File: config.mk
export PLATFORM = sky130hd
export DESIGN_NAME = stopwatch_mmsscc_digits
export DESIGN_NICKNAME = d
export VERILOG_FILES = /design/src/rtl/core/swd_pkg.sv /design/src/rtl/core/swd_state.sv /design/src/rtl/core/swd_conv.sv /design/src/rtl/core/swd_mask.sv /design/src/rtl/core/stopwatch_mmsscc_digits.sv
export SDC_FILE = /design/constraint.sdc
export NUM_CORES = 2
export LEC_CHECK = 0
export BUFFER_PORTS_ARGS = -buffer_cell sky130_fd_sc_hd__buf_2
export CAP_MARGIN = 15
export CORE_UTILIZATION = 50
export CTS_CLUSTER_DIAMETER = 30
export DETAILED_ROUTE_END_ITERATION = 10
export GPL_TIMING_DRIVEN = 0
export MAX_ROUTING_LAYER = met4
export PLACE_DENSITY_LB_ADDON = 0.3
export SYNTH_ARGS = -nofsm -noshare
export SYNTH_HDL_FRONTEND = slang
export SYNTH_SLANG_ARGS = --single-unit
File: constraint.sdc
create_clock -name clk -period 7.42 [get_ports clk]
set_input_delay 0 -clock clk [delete_from_list [all_inputs] [get_ports clk]]
set_output_delay 0 -clock clk [all_outputs]
set_load 0.005 [all_outputs]
File: src/rtl/core/swd_pkg.sv
// ----------------------------------------------------------------------------
// swd_pkg: stopwatch digit types and constants
// Item types for both channels, internal stage types, reciprocal constants
// for the divisions by constants and the decimal digit split.
// ----------------------------------------------------------------------------
`default_nettype none

package swd_pkg;

  // input item: one display tick
  typedef struct packed {
    logic [31:0] now_ms;
    logic        reset_click;
    logic        short_press;
  } swd_in_t;

  // result item: six digits, change mask and run flag
  typedef struct packed {
    logic [3:0] min_tens;
    logic [3:0] min_units;
    logic [2:0] sec_tens;
    logic [3:0] sec_units;
    logic [3:0] centi_tens;
    logic [3:0] centi_units;
    logic [5:0] changed_mask;
    logic       is_running;
  } swd_out_t;

  // shown time in milliseconds, leaving the state update
  typedef struct packed {
    logic [31:0] shown_ms;
    logic        running;
  } swd_ms_t;

  // time split into fields, leaving the conversion pipeline
  typedef struct packed {
    logic [6:0] centi;     // centiseconds, 0..99
    logic [5:0] secs;      // seconds, 0..59
    logic [6:0] min_lo;    // total minutes, low bits
    logic [9:0] min_hund;  // total minutes / 100
    logic       running;
  } swd_split_t;

  localparam int NUM_DIGITS = 6;

  // digit positions in the change mask
  localparam int DIG_MIN_TENS    = 0;
  localparam int DIG_MIN_UNITS   = 1;
  localparam int DIG_SEC_TENS    = 2;
  localparam int DIG_SEC_UNITS   = 3;
  localparam int DIG_CENTI_TENS  = 4;
  localparam int DIG_CENTI_UNITS = 5;

  // reciprocals: floor(x/d) = (x * RECIP) >> SHIFT, exact for 32-bit x
  localparam logic [31:0] RECIP_10   = 32'hCCCC_CCCD;
  localparam int          SHIFT_10   = 35;
  localparam logic [31:0] RECIP_100  = 32'h51EB_851F;
  localparam int          SHIFT_100  = 37;
  localparam logic [31:0] RECIP_60   = 32'h8888_8889;
  localparam int          SHIFT_60   = 37;

  localparam logic [6:0]  CS_PER_SEC  = 7'd100;
  localparam logic [5:0]  SEC_PER_MIN = 6'd60;
  localparam logic [6:0]  MIN_WRAP    = 7'd100;

  // tens digit of a value 0..99 by threshold compares
  function automatic logic [3:0] tens_of(input logic [6:0] v);
    logic [3:0] t;
    t = 4'd0;
    for (int k = 1; k < 10; k++) begin
      if (v >= 7'(10 * k)) t = 4'(k);
    end
    return t;
  endfunction

  // units digit of a value 0..99
  function automatic logic [3:0] units_of(input logic [6:0] v);
    logic [3:0] t;
    logic [6:0] ten_x;
    t     = tens_of(v);
    ten_x = 7'({t, 3'b000}) + 7'({t, 1'b0});
    return 4'(v - ten_x);
  endfunction

endpackage

`default_nettype wire

File: src/rtl/core/swd_state.sv
// ----------------------------------------------------------------------------
// swd_state: run flag, accumulated time and segment start
// Applies reset click then press on each accepted item and forms the
// shown time in milliseconds for the conversion pipeline.
// ----------------------------------------------------------------------------
`default_nettype none

module swd_state (
  input  wire logic            clk,
  input  wire logic            rst_n,
  input  wire logic            accept,
  input  wire swd_pkg::swd_in_t item,
  output swd_pkg::swd_ms_t      ms_item,
  output logic                  run_now
);

  logic        run_r, run_nxt;
  logic [31:0] acc_r, acc_nxt;
  logic [31:0] seg_r, seg_nxt;

  logic        run_a;
  logic [31:0] acc_a;
  logic [31:0] elapsed;
  logic [31:0] shown;

  // reset click first, then the press
  always_comb begin
    run_a   = item.reset_click ? 1'b0 : run_r;
    acc_a   = item.reset_click ? 32'd0 : acc_r;
    elapsed = item.now_ms - seg_r;
    shown   = acc_a + (run_a ? elapsed : 32'd0);

    run_nxt = item.short_press ? ~run_a : run_a;
    acc_nxt = (run_a && item.short_press) ? shown : acc_a;
    seg_nxt = (!run_a && item.short_press) ? item.now_ms : seg_r;

    ms_item.shown_ms = shown;
    ms_item.running  = run_nxt;
  end

  // state registers
  always_ff @(posedge clk) begin
    if (!rst_n) begin
      run_r <= 1'b0;
      acc_r <= 32'd0;
      seg_r <= 32'd0;
    end else if (accept) begin
      run_r <= run_nxt;
      acc_r <= acc_nxt;
      seg_r <= seg_nxt;
    end
  end

  assign run_now = run_r;

endmodule

`default_nettype wire

File: src/rtl/core/swd_conv.sv
// ----------------------------------------------------------------------------
// swd_conv: millisecond to minutes, seconds and centiseconds
// Five stage pipeline of reciprocal multiplies with per-stage valid bits;
// a stage moves on when the next one is empty or moving.
// ----------------------------------------------------------------------------
`default_nettype none

module swd_conv (
  input  wire logic              clk,
  input  wire logic              rst_n,
  input  wire logic              up_valid,
  output logic                   up_ready,
  input  wire swd_pkg::swd_ms_t  up_item,
  output logic                   dn_valid,
  input  wire logic              dn_ready,
  output swd_pkg::swd_split_t    dn_item
);

  logic v1_r, v2_r, v3_r, v4_r, v5_r;
  logic adv1, adv2, adv3, adv4, adv5;

  // stage payloads
  logic [31:0] ms1_r;
  logic        run1_r, run2_r, run3_r, run4_r, run5_r;
  logic [28:0] tcs2_r;
  logic [6:0]  tcs3_r;
  logic [22:0] sec3_r;
  logic [6:0]  cs4_r, cs5_r;
  logic [5:0]  sec4_r, ss5_r;
  logic [16:0] min4_r;
  logic [6:0]  min5_r;
  logic [9:0]  mq5_r;

  logic [63:0] p_tcs, p_sec, p_min, p_mq;
  logic [13:0] sec_x100;
  logic [11:0] min_x60;

  // stage advance chain
  assign adv5     = !v5_r || dn_ready;
  assign adv4     = !v4_r || adv5;
  assign adv3     = !v3_r || adv4;
  assign adv2     = !v2_r || adv3;
  assign adv1     = !v1_r || adv2;
  assign up_ready = adv1;

  always_ff @(posedge clk) begin
    if (!rst_n) begin
      v1_r <= 1'b0;
      v2_r <= 1'b0;
      v3_r <= 1'b0;
      v4_r <= 1'b0;
      v5_r <= 1'b0;
    end else begin
      if (adv1) v1_r <= up_valid;
      if (adv2) v2_r <= v1_r;
      if (adv3) v3_r <= v2_r;
      if (adv4) v4_r <= v3_r;
      if (adv5) v5_r <= v4_r;
    end
  end

  // reciprocal products and remainder terms
  always_comb begin
    p_tcs    = {32'd0, ms1_r} * {32'd0, swd_pkg::RECIP_10};
    p_sec    = {35'd0, tcs2_r} * {32'd0, swd_pkg::RECIP_100};
    p_min    = {41'd0, sec3_r} * {32'd0, swd_pkg::RECIP_60};
    p_mq     = {47'd0, min4_r} * {32'd0, swd_pkg::RECIP_100};
    sec_x100 = {7'd0, sec3_r[6:0]} * {7'd0, swd_pkg::CS_PER_SEC};
    min_x60  = {6'd0, min4_r[5:0]} * {6'd0, swd_pkg::SEC_PER_MIN};
  end

  // stage 1: shown milliseconds
  always_ff @(posedge clk) begin
    if (adv1) begin
      ms1_r  <= up_item.shown_ms;
      run1_r <= up_item.running;
    end
  end

  // stage 2: total centiseconds
  always_ff @(posedge clk) begin
    if (adv2) begin
      tcs2_r <= p_tcs[swd_pkg::SHIFT_10 +: 29];
      run2_r <= run1_r;
    end
  end

  // stage 3: total seconds
  always_ff @(posedge clk) begin
    if (adv3) begin
      tcs3_r <= tcs2_r[6:0];
      sec3_r <= p_sec[swd_pkg::SHIFT_100 +: 23];
      run3_r <= run2_r;
    end
  end

  // stage 4: centiseconds, total minutes
  always_ff @(posedge clk) begin
    if (adv4) begin
      cs4_r  <= tcs3_r - sec_x100[6:0];
      sec4_r <= sec3_r[5:0];
      min4_r <= p_min[swd_pkg::SHIFT_60 +: 17];
      run4_r <= run3_r;
    end
  end

  // stage 5: seconds, hundreds of minutes
  always_ff @(posedge clk) begin
    if (adv5) begin
      cs5_r  <= cs4_r;
      ss5_r  <= sec4_r - min_x60[5:0];
      min5_r <= min4_r[6:0];
      mq5_r  <= p_mq[swd_pkg::SHIFT_100 +: 10];
      run5_r <= run4_r;
    end
  end

  assign dn_valid         = v5_r;
  assign dn_item.centi    = cs5_r;
  assign dn_item.secs     = ss5_r;
  assign dn_item.min_lo   = min5_r;
  assign dn_item.min_hund = mq5_r;
  assign dn_item.running  = run5_r;

endmodule

`default_nettype wire

File: src/rtl/core/swd_mask.sv
// ----------------------------------------------------------------------------
// swd_mask: digit split, change mask and result register
// Wraps minutes at 100, splits each field into two digits, compares them
// with the last shown digits and holds the result item.
// ----------------------------------------------------------------------------
`default_nettype none

module swd_mask (
  input  wire logic                clk,
  input  wire logic                rst_n,
  input  wire logic                up_valid,
  output logic                     up_ready,
  input  wire swd_pkg::swd_split_t up_item,
  output logic                     out_valid,
  input  wire logic                out_ready,
  output swd_pkg::swd_out_t        out_data
);

  logic              out_valid_r;
  swd_pkg::swd_out_t out_r, out_nxt;
  logic [3:0]        shown_r [swd_pkg::NUM_DIGITS];
  logic [3:0]        dig     [swd_pkg::NUM_DIGITS];
  logic [13:0]       hund_x;
  logic [6:0]        mm;
  logic [5:0]        mask;
  logic              load;

  assign up_ready = !out_valid_r || out_ready;
  assign load     = up_valid && up_ready;

  // minutes modulo 100 and digit split
  always_comb begin
    hund_x = {7'd0, up_item.min_hund[6:0]} * {7'd0, swd_pkg::MIN_WRAP};
    mm     = up_item.min_lo - hund_x[6:0];

    dig[swd_pkg::DIG_MIN_TENS]    = swd_pkg::tens_of(mm);
    dig[swd_pkg::DIG_MIN_UNITS]   = swd_pkg::units_of(mm);
    dig[swd_pkg::DIG_SEC_TENS]    = swd_pkg::tens_of({1'b0, up_item.secs});
    dig[swd_pkg::DIG_SEC_UNITS]   = swd_pkg::units_of({1'b0, up_item.secs});
    dig[swd_pkg::DIG_CENTI_TENS]  = swd_pkg::tens_of(up_item.centi);
    dig[swd_pkg::DIG_CENTI_UNITS] = swd_pkg::units_of(up_item.centi);

    for (int i = 0; i < swd_pkg::NUM_DIGITS; i++) begin
      mask[i] = (dig[i] != shown_r[i]);
    end

    out_nxt.min_tens     = dig[swd_pkg::DIG_MIN_TENS];
    out_nxt.min_units    = dig[swd_pkg::DIG_MIN_UNITS];
    out_nxt.sec_tens     = dig[swd_pkg::DIG_SEC_TENS][2:0];
    out_nxt.sec_units    = dig[swd_pkg::DIG_SEC_UNITS];
    out_nxt.centi_tens   = dig[swd_pkg::DIG_CENTI_TENS];
    out_nxt.centi_units  = dig[swd_pkg::DIG_CENTI_UNITS];
    out_nxt.changed_mask = mask;
    out_nxt.is_running   = up_item.running;
  end

  // result valid and last shown digits
  always_ff @(posedge clk) begin
    if (!rst_n) begin
      out_valid_r <= 1'b0;
      for (int i = 0; i < swd_pkg::NUM_DIGITS; i++) begin
        shown_r[i] <= 4'd0;
      end
    end else begin
      if (load) begin
        out_valid_r <= 1'b1;
        for (int i = 0; i < swd_pkg::NUM_DIGITS; i++) begin
          shown_r[i] <= dig[i];
        end
      end else if (out_ready) begin
        out_valid_r <= 1'b0;
      end
    end
  end

  // result payload
  always_ff @(posedge clk) begin
    if (load) begin
      out_r <= out_nxt;
    end
  end

  assign out_valid = out_valid_r;
  assign out_data  = out_r;

endmodule

`default_nettype wire

File: src/rtl/core/stopwatch_mmsscc_digits.sv
// ----------------------------------------------------------------------------
// stopwatch_mmsscc_digits: start/stop/reset stopwatch shown as MM:SS:CC
// Keeps the running time from display ticks and gives six decimal digits
// with a mask of the digits that changed since the previous result.
// ----------------------------------------------------------------------------
// Usage:
//   in_valid/in_ready/in_data carry one tick: the millisecond clock, a reset
//   click and a start/stop press. Each accepted item gives exactly one result
//   item on out_valid/out_ready/out_data, in order.
//   The run flag, accumulated time and segment start are updated in the
//   cycle the item is accepted; the shown time then passes a five stage
//   conversion pipeline (divide by 10, 100, 60 and minutes modulo 100 by
//   reciprocal multiplies) into the result register.
//   Throughput: one item per cycle while the receiver keeps taking results.
//   A stalled receiver holds the result; items keep entering until every
//   pipeline stage is full, then in_ready drops.
//   Reset (rst_n low, synchronous) stops the watch, clears the time and the
//   last shown digits to zero and empties the pipeline.
// ----------------------------------------------------------------------------
`default_nettype none

module stopwatch_mmsscc_digits (
  input  wire logic              clk,
  input  wire logic              rst_n,
  input  wire logic              in_valid,
  output logic                   in_ready,
  input  wire swd_pkg::swd_in_t  in_data,
  output logic                   out_valid,
  input  wire logic              out_ready,
  output swd_pkg::swd_out_t      out_data
);

  logic                accept;
  logic                run_now;
  swd_pkg::swd_ms_t    ms_item;
  logic                split_valid;
  logic                split_ready;
  swd_pkg::swd_split_t split_item;

  assign accept = in_valid && in_ready;

  // state update on each accepted item
  swd_state u_state (
    .clk     (clk),
    .rst_n   (rst_n),
    .accept  (accept),
    .item    (in_data),
    .ms_item (ms_item),
    .run_now (run_now)
  );

  // time conversion pipeline
  swd_conv u_conv (
    .clk      (clk),
    .rst_n    (rst_n),
    .up_valid (in_valid),
    .up_ready (in_ready),
    .up_item  (ms_item),
    .dn_valid (split_valid),
    .dn_ready (split_ready),
    .dn_item  (split_item)
  );

  // digits, change mask and result register
  swd_mask u_mask (
    .clk       (clk),
    .rst_n     (rst_n),
    .up_valid  (split_valid),
    .up_ready  (split_ready),
    .up_item   (split_item),
    .out_valid (out_valid),
    .out_ready (out_ready),
    .out_data  (out_data)
  );

`ifndef ASSERT_OFF
  // a reset click alone leaves the watch stopped
  assert property (@(posedge clk) disable iff (!rst_n)
    accept && in_data.reset_click && !in_data.short_press |=> !run_now)
    else $error("watch running after reset click");

  // a press without reset toggles the run flag
  assert property (@(posedge clk) disable iff (!rst_n)
    accept && !in_data.reset_click && in_data.short_press |=>
      run_now != $past(run_now))
    else $error("press did not toggle run flag");

  // the input only stalls when the result is held by the receiver
  assert property (@(posedge clk) disable iff (!rst_n)
    !in_ready |-> out_valid && !out_ready)
    else $error("input stalled with pipeline free");

  // digits stay decimal
  assert property (@(posedge clk) disable iff (!rst_n)
    out_valid |-> out_data.min_tens <= 4'd9 && out_data.min_units <= 4'd9 &&
      out_data.sec_tens <= 3'd5 && out_data.sec_units <= 4'd9 &&
      out_data.centi_tens <= 4'd9 && out_data.centi_units <= 4'd9)
    else $error("digit out of range");
`endif

endmodule

`default_nettype wire
* Word level (Yosys, flattened, before mapping)
Memories as Yosys holds them, arrays and structs flattened.
Cells that the tools add are included.
** Storage, ports and cells
- Output and inout bits :: 32
- Logic and storage cells :: 155
- Flip-flop bits (word level) :: 254
- Bits of input ports :: 38
- RAM bits :: 24
- Memories :: 1
** Memories
- u_mask.shown_r :: words 6, width 4, read ports 6, clocked after Yosys merged registers in 0, write ports 6, RTL line swd_mask.sv:21 : logic [3:0] shown_r [swd_pkg::NUM_DIGITS];
** Cells by class
- Reductions and logical operators :: 19
- Order comparisons :: 27
- Add/sub/neg operators :: 11
- Eq/ne operators :: 6
- Bitwise logic cells :: 7
- $mul :: 7
- Multiplexer cells :: 44
** Operators by type and width (count)
- $mux 32 :: 3
- $mul 32x32->64 const B :: 1
- $mul 29x31->60 const B :: 1
- $mul 23x32->54 const B :: 1
- $mux 4 :: 12
- $mul 17x31->44 const B :: 1
- $ge 7x6->1 const B :: 6
- $ge 7x7->1 const B :: 6
- $mux 3 :: 12
- $add 32x32->32 :: 1
- $sub 32x32->32 :: 1
- $ge 7x5->1 const B :: 4
- $ne 4x4->1 :: 6
- $ge 6x7->1 const B :: 3
- $ge 6x6->1 const B :: 3
- $ge 7x4->1 const B :: 2
- $mul 7x5->5 const B :: 2
- $sub 7x7->7 :: 2
- $add 4x4->4 :: 3
- $ge 6x5->1 const B :: 2
- $mux 2 :: 6
- $sub 4x4->4 :: 3
- $mux 1 :: 11
- $logic_not 1->1 :: 7
- other kinds (9) :: 22

* Depth between registers and ports, before layout
- Depth in word-level cells :: 15
- Gate-level depth with buffers :: 27
- Depth with buffers taken out :: 27

* Modules after synthesis
A second synthesis with hierarchy kept.
** Second synthesis, totals
- Cells, all modules :: 5447
- Area total of the unflattened synthesis :: 56625.6 µm²
** Modules (own cells, without submodules)
- swd_conv :: area an instance 47384.2 µm², instances 1, cells an instance 4392, sequential area each 4784.6 µm²
- swd_state :: area an instance 5815.6 µm², instances 1, cells an instance 749, sequential area each 1301.2 µm²
- swd_mask :: area an instance 3419.5 µm², instances 1, cells an instance 305, sequential area each 1611.5 µm²
- stopwatch_mmsscc_digits :: area an instance 6.3 µm², instances 1, cells an instance 1, sequential area each 0.0 µm²

* Least setup slack after synthesis
Ideal clock, no wire load.
- Path type :: flip-flop to flip-flop
- Start point :: reg u_conv.ms1_r[20]
- End point :: reg u_conv.tcs2_r[28] (data pin)
- Stages on the path, launching flop included :: 26
- Buffers on the path :: 0
- Setup slack :: 0.086 ns
- Clock period less this slack :: 7.334 ns
- Required time :: 7.284 ns
- Data arrival time :: 7.198 ns
- Setup time :: 0.136 ns
- Path through :: edfxtp_1 > ha_1 > inv_1 > fa_1 > inv_1 > fa_1 > inv_1 > fa_1 > fa_1 > fa_1 > inv_1 > fa_1 > inv_1 > fa_1 > inv_1 > ha_1 > a21o_1 > a21oi_2 > o21ai_1 > a221o_1 > a221o_1 > a21oi_4 > o21ai_2 > o41a_1 > or4_1 > nand3_1
** On the way
- Longest elaborated chain between the ends :: 1
** RTL lines
- from (decl) :: RTL line swd_conv.sv:23 : logic [31:0] ms1_r;
- from (signal assigned) :: RTL line swd_conv.sv:75 : ms1_r <= up_item.shown_ms;
- $mul 32x32->64 :: RTL line swd_conv.sv:64 : p_tcs = {32'd0, ms1_r} * {32'd0, swd_pkg::RECIP_10};
- via u_conv.p_tcs[63] :: RTL line swd_conv.sv:34 : logic [63:0] p_tcs, p_sec, p_min, p_mq;
- to (signal assigned) :: RTL line swd_conv.sv:83 : tcs2_r <= p_tcs[swd_pkg::SHIFT_10 +: 29];
- to (decl) :: RTL line swd_conv.sv:25 : logic [28:0] tcs2_r;
The timed path passes the listed nets, and every way through them passes these cells.
A chain may end at the register's enable or synchronous reset.

* Final worst setup path
- Start point :: reg u_conv.ms1_r[11]
- End point :: reg u_conv.tcs2_r[28] (data pin)
Same word-level chain as after synthesis.

==> run metrics <==
status=finished with violations; failing checks=negative setup slack; setup violators final=1; post-layout util=57.6%; Hold WC Path Type=input port to register; initial core utilization=50.7%; Max Fclk=0.134 GHz; die area=112,000 um2; Slew @ Worst Pin=1.04 ns; area grow syn2layout=13.6%; CTS Root Cell=clkbuf_16; Setup Skew=0.0284 ns; Synth Area in XOR/XNOR=2.81%; dominant cell type by area after synthesis=fa_1; WS Path Type=register to register; Netlist Area Pre-Place=55,500 um2; RSZ-0062 raised after global routing=true; metal2 WL=63,400 um; CP Capture Type=register; max cap viols=0; crit share post-route=100%; clk_lat worst skew=0.63 ns; flops & latches, synth=275; initial antenna violation count=3; distinct cell type count after synthesis=80; DR WL/cell=18.9 um; Syn Area/Cell=10.4 um2; Iter 0 DRT Violations=2,149; Post-Synthesis Net Count=7,461; global-route wire length before repair=216,000 um; synth cell count leaders=1,627 x inv_1, 1,099 x ha_1, 971 x fa_1; combinational family with the most area after synthesis=adder cells; largest cells by area after synthesis=fa_1 35%, ha_1 25%, edfxtp_1 11%; EDFF count, synth=204; Worst slew margin=30.7%; Hold Slack=0.181 ns; Synth Area in Compound Gates=7.28%; layout cells sized above 1=10.2%; most common cell in the netlist=inv_1; fin area=63,100 um2; register area share after synthesis=13.6%; largest net degree at the start of global routing=36; Post-Synthesis Cells=5,353; critical path arrival=7.93 ns; Buffers & Inverters on Critical Path=8; Ant. Diodes=0; Synth Area in Simple Gates=5.05%; cell row count=121; Worst Slack Setup Final=-0.0290 ns; highest metal used=met4; fin nets=7,840; Post-DRT Antenna Nets=0; Synth async-reset ratio=0%; CTS H-tree depth=2; DR pass1 iterations=5; Critical Path Max Stage Delay=0.56 ns; Final HPWL DP=116,000 um; Met1 Wirelength=62,100 um; Synth Flop Type=edfxtp_1; top-area cell type share of the netlist area=35.0%; Die Span X=335 um; CTS Sinks=275; final hold violations=0; total number of vias=37,400; multiplexer area fraction after synthesis=0.164%; area post-placement=57,900 um2; Total GRT Usage=25.8%; Core Region=109,000 um2; Max Slew Vio Count=0; Remaining DRCs=0; CP dominant cell by count=fa_1; met3 WL post-DR=8500 um; vias in the first global route=39,200; CTS clk-pin slew, worst paths=0.05 ns; PortBufs=69; slowest stage cell, crit path=fa_1; family with the most delay on the worst path=adder cells; Synth Area in Adders=59.8%; Die H=335 um; Clock Path Buffers=3; crit path time final=7.45 ns; Congestion Overflow GR=0; Max FO, Critical Path=4; critical path required time=7.90 ns; synth warn=0; Critical Path Start Type=register; CTS tree=built; I/O Pins=70; total CTS buffers=60; routed wire length=137,000 um; Via density=5.15; GPL Wtd Cong=0.976
## state kept, by name (all words and copies together), names as in the netlist, 7 cells and up
name and flops:
u_state.acc_r 32, u_conv.min4_r 17, u_mask.out_data 30, u_conv.tcs2_r 29, u_conv.tcs3_r 7, u_conv.min5_r 7, u_conv.cs4_r 7, u_conv.cs5_r 7
u_mask.shown_r 23, u_conv.sec3_r 23, u_state.seg_r 32, u_conv.ms1_r 32
## path summary, 6_finish.rpt
check	from	to	slack (ns)	cells after the start
worst max-delay path	u_conv.ms1_r[11]	u_conv.tcs2_r[28]	-0.03	26
worst min-delay path	in_data[4]	u_state.seg_r[2]	0.18	4
worst max register to register	u_conv.ms1_r[11]	u_conv.tcs2_r[28]	-0.03	26
worst min register to register	u_conv.tcs3_r[1]	u_conv.cs4_r[1]	0.42	0
## cell families (layout without fill, tap and decap cells)
family,count (synthesis),count (layout)
fa+ha+maj,2073,2073
compound gates,588,588
flops,275,275
buf+inv,1672,2102
simple gates,561,561
mux,9,9
xor+xnor,175,175
## layout make-up
class                      instances  area [um2]
buffer                            45         170
clock buffer                      68        1560
clock inverter                    45         515
fill                            9262       46400
inverter                        1627        6160
multi-input combinational       3406       42800
sequential                       275        7550
tap                             1476        1850
timing repair buffer             317        2510
## layer usage
layer  vias up  global-route usage [%]
met5         -                       -
met1     18600                    35.6
li1      17700                       -
met2       931                    40.7
met3       155                    3.51
met4         0                    5.17
## through the flow
| step | setup TNS [ns] | std cells | setup WS (ns) |
|---|---|---|---|
| floorplan | 0 | 5353 | 0.0861 |
| global placement | -36.10 | 6898 | -1.63 |
| detailed placement | -30.94 | 6904 | -1.30 |
| CTS | -0.0730 | 7207 | -0.0705 |
| global route | -0.508 | 7259 | -0.174 |
| finish | -0.0290 | 7259 | -0.0290 |
## layout by cell type, fill, tap and decap left out, drive strengths merged, types with 82 or more instances in the layout
| cell | n |
|---|---|
| nand2 | 135 |
| inv | 1636 |
| a21o | 105 |
| fa | 971 |
| clkbuf | 112 |
| xnor2 | 111 |
| buf | 281 |
| o21ai | 82 |
| edfxtp | 204 |
| a21oi | 129 |
| nor2 | 130 |
| ha | 1099 |
## worst min-delay path, stage by stage
cell	delay, ns
dlygate4sd3_1	0.52
buf_2	0.13
nand2_1	0.05
a21boi_0	0.06
## repair_timing
action | CTS | global route
setup buffers | 153 | 50
hold buffers | 37 | 0
gates cloned | 0 | 0
resized for setup | 125 | 121
hold endpoints to repair | 41 | 0
pin swaps | 66 | 115
setup endpoints to repair | 48 | 28
Power is left out: the tool's default activity adds up to more than one toggle a clock period on the data nets, which glitch-free logic cannot reach.
